<file path="config.mk">
export PLATFORM = sky130hd
export DESIGN_NAME = quad_encoder_volume_bank_top
export DESIGN_NICKNAME = d
export VERILOG_FILES = /design/src/qevb_pkg.sv /design/src/quad_encoder_volume_bank_top.sv
export SDC_FILE = /design/constraint.sdc
export NUM_CORES = 1
export LEC_CHECK = 0
export ABC_AREA = 1
export BUFFER_PORTS_ARGS = -buffer_cell sky130_fd_sc_hd__buf_2
export CAP_MARGIN = 20
export CORE_MARGIN = 1
export CORE_UTILIZATION = 45
export DETAILED_ROUTE_END_ITERATION = 16
export GPL_ROUTABILITY_DRIVEN = 1
export PLACE_DENSITY = 0.66
export RECOVER_POWER = 25
export SYNTH_ARGS = -nofsm -noshare
export SYNTH_HDL_FRONTEND = slang
export SYNTH_SLANG_ARGS = --single-unit
</file>
<file path="constraint.sdc">
create_clock -name clock -period 22.5 [get_ports clock]
set_clock_uncertainty 0.15 [all_clocks]
set_input_delay 1.125 -clock clock [delete_from_list [all_inputs] [get_ports clock]]
set_output_delay 1.125 -clock clock [all_outputs]
set_load 0.05 [all_outputs]
</file>
<file path="src/qevb_pkg.sv">
// Shared types, command codes and helpers for the quadrature encoder volume bank.
package qevb_pkg;

   // Field widths
   localparam int CMD_W     = 3;
   localparam int CHAN_W    = 2;
   localparam int LEVEL_W   = 7;
   localparam int HOST_W    = 10;
   localparam int BAR_W     = 10;
   localparam int LED_CHANS = 4;
   localparam int LED_W     = BAR_W * LED_CHANS;
   localparam int DIRTY_W   = 4;

   // Defaults and limits
   localparam int CHANNELS_DEFAULT = 4;
   localparam logic [LEVEL_W-1:0] LEVEL_MAX        = 7'd100;
   localparam logic [LEVEL_W-1:0] CLICK_RATE_RESET = 7'd2;

   // Command codes
   localparam logic [CMD_W-1:0] CMD_A_EDGE      = 3'd0;
   localparam logic [CMD_W-1:0] CMD_B_EDGE      = 3'd1;
   localparam logic [CMD_W-1:0] CMD_SWITCH      = 3'd2;
   localparam logic [CMD_W-1:0] CMD_SET_LEVEL   = 3'd3;
   localparam logic [CMD_W-1:0] CMD_CLEAR_DIRTY = 3'd4;

   // 1023/100 scaled by 2^24, taken slightly high; exact for every level 0..100
   localparam int HOST_SHIFT = 24;
   localparam logic [27:0] HOST_MULT = 28'd171631779;

   typedef struct packed {
      logic [CMD_W-1:0]   command;
      logic [CHAN_W-1:0]  channel;
      logic               pin_a;
      logic               pin_b;
      logic [LEVEL_W-1:0] new_level;
   } req_type;

   typedef struct packed {
      logic [CHAN_W-1:0]  out_channel;
      logic [LEVEL_W-1:0] level;
      logic               is_muted;
      logic [LEVEL_W-1:0] effective_level;
      logic [HOST_W-1:0]  host_value;
      logic [BAR_W-1:0]   bar_segments;
      logic [LED_W-1:0]   led_word;
      logic               changed;
      logic [DIRTY_W-1:0] dirty_mask;
   } rsp_type;

   // Thermometer bar: ceil(level/10) low bits set; (x*205)>>11 is x/10 for x < 1029
   function automatic logic [BAR_W-1:0] bar_of(input logic [LEVEL_W-1:0] eff);
      logic [7:0]  sum;
      logic [15:0] prod;
      logic [3:0]  segs;
      logic [BAR_W-1:0] bar;
      sum  = {1'b0, eff} + 8'd9;
      prod = 16'(sum) * 16'd205;
      segs = prod[14:11];
      for (int i = 0; i < BAR_W; i++) begin
         bar[i] = (4'(i) < segs);
      end
      return bar;
   endfunction

   // Host scale 1023*eff/100 by reciprocal multiply
   function automatic logic [HOST_W-1:0] host_of(input logic [LEVEL_W-1:0] eff);
      logic [34:0] prod;
      prod = 35'(eff) * 35'(HOST_MULT);
      return prod[HOST_SHIFT +: HOST_W];
   endfunction

endpackage

</file>
<file path="src/quad_encoder_volume_bank_top.sv">
// Top level of the quadrature encoder volume bank: event register, update logic, result register.
//
//   channel   direction  handshake                  payload
//   req_      in         req_valid / req_ready      req_data  (qevb_pkg::req_type)
//   rsp_      out        rsp_valid / rsp_ready      rsp_data  (qevb_pkg::rsp_type)
//   csr_      in         csr_we (no wait)           csr_wdata (click rate)
//
// One event per cycle sustained while rsp_ready stays high; a req beat reaches rsp_valid via
// an event register, then a single pass that reads, updates and writes the channel
// state and loads the result register. Reset (synchronous, active high) zeroes all
// levels, mute and dirty bits and sets the click rate to 2. A stalled result holds
// the result register; the event register still takes one more beat before req_ready drops.
module quad_encoder_volume_bank_top #(
   parameter int CHANNELS = qevb_pkg::CHANNELS_DEFAULT
) (
   input  logic                       clock,
   input  logic                       reset,
   input  logic                       req_valid,
   output logic                       req_ready,
   input  qevb_pkg::req_type          req_data,
   output logic                       rsp_valid,
   input  logic                       rsp_ready,
   output qevb_pkg::rsp_type          rsp_data,
   input  logic                       csr_we,
   input  logic [qevb_pkg::LEVEL_W-1:0] csr_wdata
);
   import qevb_pkg::*;

   localparam int StoreN = (CHANNELS < LED_CHANS) ? LED_CHANS : CHANNELS;

   // Registers
   logic               in_valid_ff;
   req_type            in_data_ff;
   logic               out_valid_ff;
   rsp_type            out_data_ff, out_data_in;
   logic [LEVEL_W-1:0] click_rate_ff;
   logic [LEVEL_W-1:0] levels_ff [CHANNELS];
   logic [LEVEL_W-1:0] levels_in [CHANNELS];
   logic [CHANNELS-1:0] mute_ff, mute_in;
   logic [DIRTY_W-1:0] dirty_ff, dirty_in;

   logic               advance;
   logic               exists;
   logic [LEVEL_W-1:0] old_level, new_value;
   logic               old_mute, new_mute;
   logic               changed;
   logic [LEVEL_W:0]   sum_up;
   logic               edge_ok;
   logic [LEVEL_W-1:0] eff_lane [StoreN];
   logic [LEVEL_W-1:0] sel_level, sel_eff;
   logic               sel_mute;
   logic [LED_W-1:0]   led;

   // Handshake: advance the event into the result register when it is free
   assign advance   = in_valid_ff && (!out_valid_ff || rsp_ready);
   assign req_ready = !in_valid_ff || advance;
   assign rsp_valid = out_valid_ff;
   assign rsp_data  = out_data_ff;

   // Read-modify-write of the addressed channel
   always_comb begin
      exists    = int'(in_data_ff.channel) < CHANNELS;
      old_level = '0;
      old_mute  = 1'b0;
      for (int c = 0; c < CHANNELS; c++) begin
         if (int'(in_data_ff.channel) == c) begin
            old_level = levels_ff[c];
            old_mute  = mute_ff[c];
         end
      end

      edge_ok   = in_data_ff.pin_a != in_data_ff.pin_b;
      sum_up    = {1'b0, old_level} + {1'b0, click_rate_ff};
      new_value = old_level;
      new_mute  = old_mute;
      dirty_in  = dirty_ff;
      changed   = 1'b0;

      case (in_data_ff.command)
         CMD_A_EDGE: begin
            if (edge_ok) begin
               new_value = (sum_up > {1'b0, LEVEL_MAX}) ? LEVEL_MAX : sum_up[LEVEL_W-1:0];
            end
         end
         CMD_B_EDGE: begin
            if (edge_ok) begin
               new_value = (old_level > click_rate_ff) ? old_level - click_rate_ff : '0;
            end
         end
         CMD_SWITCH: begin
            new_mute = !old_mute;
            changed  = 1'b1;
         end
         CMD_SET_LEVEL: begin
            new_value = (in_data_ff.new_level > LEVEL_MAX) ? LEVEL_MAX : in_data_ff.new_level;
            dirty_in[in_data_ff.channel] = 1'b1;
         end
         CMD_CLEAR_DIRTY: begin
            dirty_in[in_data_ff.channel] = 1'b0;
         end
         default: begin
         end
      endcase

      if (new_value != old_level) begin
         changed = 1'b1;
      end
      if (!exists) begin
         changed  = 1'b0;
         dirty_in = dirty_ff;
      end else if (changed) begin
         dirty_in[in_data_ff.channel] = 1'b1;
      end

      // Next state per lane
      for (int c = 0; c < CHANNELS; c++) begin
         if (exists && int'(in_data_ff.channel) == c) begin
            levels_in[c] = new_value;
            mute_in[c]   = new_mute;
         end else begin
            levels_in[c] = levels_ff[c];
            mute_in[c]   = mute_ff[c];
         end
      end

      for (int c = 0; c < StoreN; c++) begin
         eff_lane[c] = '0;
      end
      for (int c = 0; c < CHANNELS; c++) begin
         eff_lane[c] = mute_in[c] ? '0 : levels_in[c];
      end

      // Pack the LED word, channel 0 at the top
      for (int c = 0; c < LED_CHANS; c++) begin
         led[BAR_W*(LED_CHANS-1-c) +: BAR_W] = bar_of(eff_lane[c]);
      end

      sel_level = exists ? new_value : '0;
      sel_mute  = exists ? new_mute : 1'b0;
      sel_eff   = sel_mute ? '0 : sel_level;

      out_data_in.out_channel     = in_data_ff.channel;
      out_data_in.level           = sel_level;
      out_data_in.is_muted        = sel_mute;
      out_data_in.effective_level = sel_eff;
      out_data_in.host_value      = host_of(sel_eff);
      out_data_in.bar_segments    = exists ? bar_of(sel_eff) : '0;
      out_data_in.led_word        = led;
      out_data_in.changed         = changed;
      out_data_in.dirty_mask      = dirty_in;
   end

   // Control and state registers
   always_ff @(posedge clock) begin
      if (reset) begin
         in_valid_ff   <= 1'b0;
         out_valid_ff  <= 1'b0;
         click_rate_ff <= CLICK_RATE_RESET;
         mute_ff       <= '0;
         dirty_ff      <= '0;
         for (int c = 0; c < CHANNELS; c++) begin
            levels_ff[c] <= '0;
         end
      end else begin
         if (req_ready) begin
            in_valid_ff <= req_valid;
         end
         if (advance) begin
            out_valid_ff <= 1'b1;
            mute_ff      <= mute_in;
            dirty_ff     <= dirty_in;
            for (int c = 0; c < CHANNELS; c++) begin
               levels_ff[c] <= levels_in[c];
            end
         end else if (rsp_ready) begin
            out_valid_ff <= 1'b0;
         end
         if (csr_we) begin
            click_rate_ff <= csr_wdata;
         end
      end
   end

   // Payload registers
   always_ff @(posedge clock) begin
      if (req_valid && req_ready) begin
         in_data_ff <= req_data;
      end
      if (advance) begin
         out_data_ff <= out_data_in;
      end
   end

`ifndef SYNTHESIS
   a_reset_clears_rsp: assert property (@(posedge clock) reset |=> !rsp_valid)
      else $error("result valid after reset");
   a_changed_marks_dirty: assert property (@(posedge clock) disable iff (reset)
      (rsp_valid && rsp_data.changed) |-> rsp_data.dirty_mask[rsp_data.out_channel])
      else $error("changed result without dirty bit");
   a_level_clamped: assert property (@(posedge clock) disable iff (reset)
      rsp_valid |-> (rsp_data.level <= LEVEL_MAX && rsp_data.effective_level <= rsp_data.level))
      else $error("level outside clamp");
   a_ready_only_on_stall: assert property (@(posedge clock) disable iff (reset)
      !req_ready |-> (rsp_valid && !rsp_ready))
      else $error("input stalled without output stall");
`endif

endmodule

</file>
==> impl_metrics.ini, run 1 <==
[synth]
synth_cell_types = 60
synth_top_family_by_area = adder cells
synth_compound_area_frac = 0.0826
synth_ff_type = edfxtp_1
ys_seq_area_frac = 0.251
synthXorXnorAreaFrac = 0.0340
synth.cell_area_mm2 = 0.0162
synth.area.top_cells = ha_1 23%, edfxtp_1 23%, fa_1 11%
syn_area_per_cell_um2 = 8.60
synth_edf_count = 124
synthMuxAreaShare = 0
synth_largest_area_cell = ha_1
ys.warnings.count = 0
synth-seq-cells = 141
syn_nets = 2295
synthSimpleGateAreaFrac = 0.190
synth-adder-area-share = 0.338
synth_top_area_frac = 0.232
synth_cells = 1883
synthArstFlopShare = 0

[timing]
fin_setup_tns_ns = 0
setup_viol = 0
max-slew-margin-rel = -0.184
rsz0062_at_grt = false
finalCritPeriodShare = 0.415
tightestPinTransition_ns = 1.78
slew_viol_final = 33
fmax_mhz = 107
fin_hold_ws_ns = 0.346
finalCriticalPeriod_ns = 9.35
final_hold_viol_count = 0

[clock_tree]
root_buffer = clkbuf_16
cts_tree = done
htree_levels = 4
cts.clk_slew.worst_paths_ns = 0.07
ctsResizeCount = 0
clock_latency_ns = 0.46
cts_setup_buffers = 0
cts_buffer_depth = 2
postCtsHoldBufs = 0
clock_sinks = 141
cts_buffers = 17

[routing]
wl_um = 37200
drt-initial-drc-count = 614
first_pass_iters = 7
dr_total_vias = 12660
post_drt_wl_per_cell_um = 15.1
via_per_inst = 5.12
ant_nets = 0
drc = 0

[placement]
gp_congestion = 0.924
dpl_cell_area_mm2 = 0.0172
place_hpwl_um = 30700
io_buffers = 109
placed_cells = 2441

[pwr]
p_per_area_mw_per_mm2 = 134
ir_drop_mv = 0.103
cellLeakagePower_nw = 9.33

[critical_path]
arrival_ns = 9.39
critPathBufInv = 5
path_class = reg2reg
critical_path.startpoint_type = flop
worst_setup_path_end_kind = flop
critPathRequiredTime_ns = 22.54
critical-path-slowest-cell = a2111oi_0
cp_top_family = adder cells
path_common_cell = nand2_1
critPathMaxFanout = 17
cp_slowest_stage_delay_ns = 0.63

[global_route]
grt_usage = 0.215
grt_max_degree = 70
antenna_found_initial = 0
grt_pass1_vias = 12844
grt_pass1_wl_um = 62200
grt.overflow.total = 0

[run_status]
status = finished with violations
violations = capacitance limit, slew limit

[finish]
fillCellCount = 3281
layout_commonest_cell = inv_1
seqCellArea_mm2 = 0.00406
diodes = 0
drive_gt1_frac = 0.136
layout-area-overhead-vs-synth_pct = 9.99
multi_input_area_mm2 = 0.0104
postLayoutCellArea_mm2 = 0.0178
layout.cells.non_filler = 2473
layout_common_cells = 391 x inv_1, 316 x nand2_1, 300 x ha_1
layout.nets = 2411

[floorplan]
die_h_um = 192
dieArea_mm2 = 0.0368
num_rows = 69
start_util = 0.457
core_mm2 = 0.0355
pin_count = 110
fp.dieW_um = 192

[flow_run]
maxCapViolations = 1

[min_path]
hp-class = reg2reg
-- final cells by class --
type,instances,area share
multi-input cells,1306,0.586
flip-flops and latches,141,0.228
inverters,419,0.0885
well taps,461,0.0324
repair buffers,114,0.0318
clock buffers,17,0.0239
clock inverters,15,0.00920
-- Yosys cell counts (5+ instances only) --
cell and count:
nor4_1 9, nand2_2 35, o21ai_0 59, o221ai_2 5, and2_1 5, nor3_1 19, nand3_1 94, nand2_1 316
nand3b_1 5, o21ai_1 10, a21oi_1 70, xnor2_1 21, or2_2 7, inv_2 26, ha_1 300, edfxtp_1 124
xor2_1 30, nand4_1 24, inv_1 391, fa_1 86, nor2_2 8, nand3_2 15, a211oi_1 5, clkbuf_1 10
nor2_1 100, nand2_4 6, dfxtp_1 17, o21bai_1 9, o21ai_2 14
-- sequential cells by signal (all words and copies together), names as in the netlist --
| register | cells |
|---|---|
| rsp_data | 82 |
| levels_ff | 28 |
| in_data_ff | 14 |
| click_rate_ff | 7 |
| dirty_ff | 4 |
| mute_ff | 4 |
| in_valid_ff | 1 |
| rsp_valid | 1 |
-- through the flow --
stage	power, mW	setup slack, ns	utilization
after floorplan	1.73	14.64	-
after global placement	2.07	13.53	0.486
after detailed placement	2.10	13.25	0.486
after CTS	2.41	13.22	0.503
after global routing	2.66	12.36	0.502
final	2.39	13.15	0.502
-- worst paths after layout --
path	startpoint	endpoint	slack [ns]	cells after the start
worst max-delay path	in_data_ff[9]$_DFFE_PP_	rsp_data[5]$_DFFE_PP_	13.15	41
worst min-delay path	click_rate_ff[4]$_SDFFE_PP0P_	click_rate_ff[4]$_SDFFE_PP0P_	0.35	2
worst max register to register	in_data_ff[9]$_DFFE_PP_	rsp_data[5]$_DFFE_PP_	13.15	41
worst min register to register	click_rate_ff[4]$_SDFFE_PP0P_	click_rate_ff[4]$_SDFFE_PP0P_	0.35	2
-- tightest hold or removal path, cell delays in order (launching register included) --
cell and delay, ns:
dfxtp_1 0.31, inv_1 0.07, a21oi_1 0.06
-- cells by family after synthesis --
logic type / count (synthesis)
AND/OR/NAND/NOR: 654
buffers and inverters: 436
adder cells (fa/ha/maj): 386
AO/OA/AOI/OAI: 210
flip-flops: 141
XOR/XNOR: 56
-- power by group --
| part | internal [mW] | total, mW | switching, mW |
|---|---|---|---|
| Combinational | 0.583 | 1.69 | 1.11 |
| Clock | 0.149 | 0.287 | 0.138 |
| Sequential | 0.388 | 0.404 | 0.0166 |
| Total | 1.12 | 2.39 | 1.27 |
-- per-layer routing --
metal | vias up | share of wire | GRT usage
met5 | - | 0 | 0
met3 | 65 | 0.037 | 0.0272
met4 | 0 | 0.027 | 0.0803
met2 | 267 | 0.50 | 0.385
met1 | 5945 | 0.44 | 0.260
li1 | 6383 | - | -
Note: power is estimated with default switching activity, not from simulation.
==> run 2: changes to the inputs <==
PLACE_DENSITY = 0.69   (was 0.66)
clock period = 8.3 ns   (was 22.5 ns; I/O delays follow)
==> impl_metrics.ini, run 2 (synthesis results as in run 1) <==
[run_status]
status = finished clean

[clock_tree]
cts.clk_slew.worst_paths_ns = 0.07
clock_latency_ns = 0.45
clock_sinks = 141
htree_levels = 4
cts_tree = done
root_buffer = clkbuf_16
cts_buffer_depth = 2
cts_buffers = 17

[placement]
placed_cells = 2478
io_buffers = 109
place_hpwl_um = 31100
gp_congestion = 0.978

[timing]
final_hold_viol_count = 0
tightestPinTransition_ns = 1.03
finalCritPeriodShare = 0.965
fmax_mhz = 125
max-slew-margin-rel = 0.312
fin_setup_tns_ns = 0
finalCriticalPeriod_ns = 8.01
setup_viol = 0
slew_viol_final = 0

[critical_path]
critical_path.startpoint_type = flop
path_common_cell = nand2_1
critPathBufInv = 10
critPathMaxFanout = 10
worst_setup_path_end_kind = flop
cp_top_family = adder cells
critPathRequiredTime_ns = 8.36
critical-path-slowest-cell = fa_1
cp_slowest_stage_delay_ns = 0.53
path_class = reg2reg
arrival_ns = 8.07

[finish]
layout.nets = 2490
layout_common_cells = 379 x inv_1, 305 x nand2_1, 281 x ha_1
drive_gt1_frac = 0.178
layout_commonest_cell = inv_1
fillCellCount = 3224
biggestRegsByFlops = rsp_data x82, levels_ff x28, in_data_ff x14
layout-area-overhead-vs-synth_pct = 16.0
diodes = 0
multi_input_area_mm2 = 0.0108
largest_reg_flops = 82
final_util = 0.530
seqCellArea_mm2 = 0.00406
regMostFlops = rsp_data
layout.cells.non_filler = 2552

[routing]
drc = 0
drt-initial-drc-count = 669
ant_nets = 0
via_per_inst = 5.14
wl_um = 38500
post_drt_wl_per_cell_um = 15.1
first_pass_iters = 5
dr_total_vias = 13118

[floorplan]
dieArea_mm2 = 0.0368
core_mm2 = 0.0355
fp.dieW_um = 192
num_rows = 69
start_util = 0.457
die_h_um = 192
pin_count = 110

[pwr]
cellLeakagePower_nw = 9.58
p_per_area_mw_per_mm2 = 359
ir_drop_mv = 0.350

[global_route]
grt_pass1_vias = 13194
grt_pass1_wl_um = 62700
grt_max_degree = 46
grt.overflow.total = 0
antenna_found_initial = 0
grt_usage = 0.215

[flow_run]
maxCapViolations = 0

[min_path]
hp-class = in2reg
run 2: cell types whose count changed in the layout (fill, tap and decap cells not counted), sizes merged:
cell | before | now
bufinv | 0 | 1
buf | 103 | 114
clkbuf | 28 | 85
clkinv | 7 | 6
dlygate4sd3 | 0 | 11
run 2: what timing repair did:
action | 4_1_cts | 5_1_grt
hold buffers | 11 | 0
resized for setup | 4 | 96
gates cloned | 0 | 1
setup buffers | 1 | 29
endpoints found under the hold margin | 11 | 0
pin swaps | 0 | 52
endpoints found under the setup margin | 27 | 50
run 2: power by group:
group          switching, mW  internal, mW
sequential            0.0459          1.05
clock                  0.367         0.430
combinational           3.13          1.72
run 2: metal layers:
metal  routed length [µm]  up-vias  share of wire  global-route usage
met3                 1670       66          0.043              0.0298
met4                  934        0          0.024              0.0699
met5                    0        -              0                   0
met2                19700      286           0.51               0.392
li1                     -     6554              -                   -
met1                16300     6212           0.42               0.259
run 2: through the flow:
step	total power [mW]	hold WS, ns	area [µm²]	worst slack (ns)
3_3_place_gp	5.59	0.327	17500	-0.200
6_report	6.74	0.0570	18800	0.290
3_5_place_dp	5.71	0.336	17500	-0.317
2_1_floorplan	4.69	0.304	16200	0.443
5_1_grt	7.48	0.0363	18800	-0.102
4_1_cts	6.56	0.00443	18200	0.00112
run 2: area by class of cell:
class,count,area share
multi-input combinational,1306,0.577
sequential,141,0.216
inverter,419,0.0840
timing repair buffer,193,0.0609
tap,461,0.0307
clock buffer,17,0.0226
clock inverter,15,0.00899
run 2: worst reg2reg max path, delay by kind of cell, from the launching register on:
family | cells | cell delay (ns)
AOI/OAI and AO/OA | 7 | 1.14
adders and majority gates | 7 | 2.65
buffers and inverters | 10 | 1.00
xor gates and xnor gates | 3 | 0.71
DFF | 1 | 0.46
and+or+nand+nor | 16 | 1.67
run 2: path summary, 6_finish.rpt:
kind / startpoint / end / cells past startpoint / slack, ns
hold / removal: req_data[5] / in_data_ff[5]$_DFFE_PP_ / 1 / 0.06
setup reg to reg: in_data_ff[9]$_DFFE_PP_ / rsp_data[19]$_DFFE_PP_ / 43 / 0.29
setup / recovery: in_data_ff[9]$_DFFE_PP_ / rsp_data[19]$_DFFE_PP_ / 43 / 0.29
hold reg to reg: click_rate_ff[6]$_SDFFE_PP0P_ / click_rate_ff[6]$_SDFFE_PP0P_ / 2 / 0.34
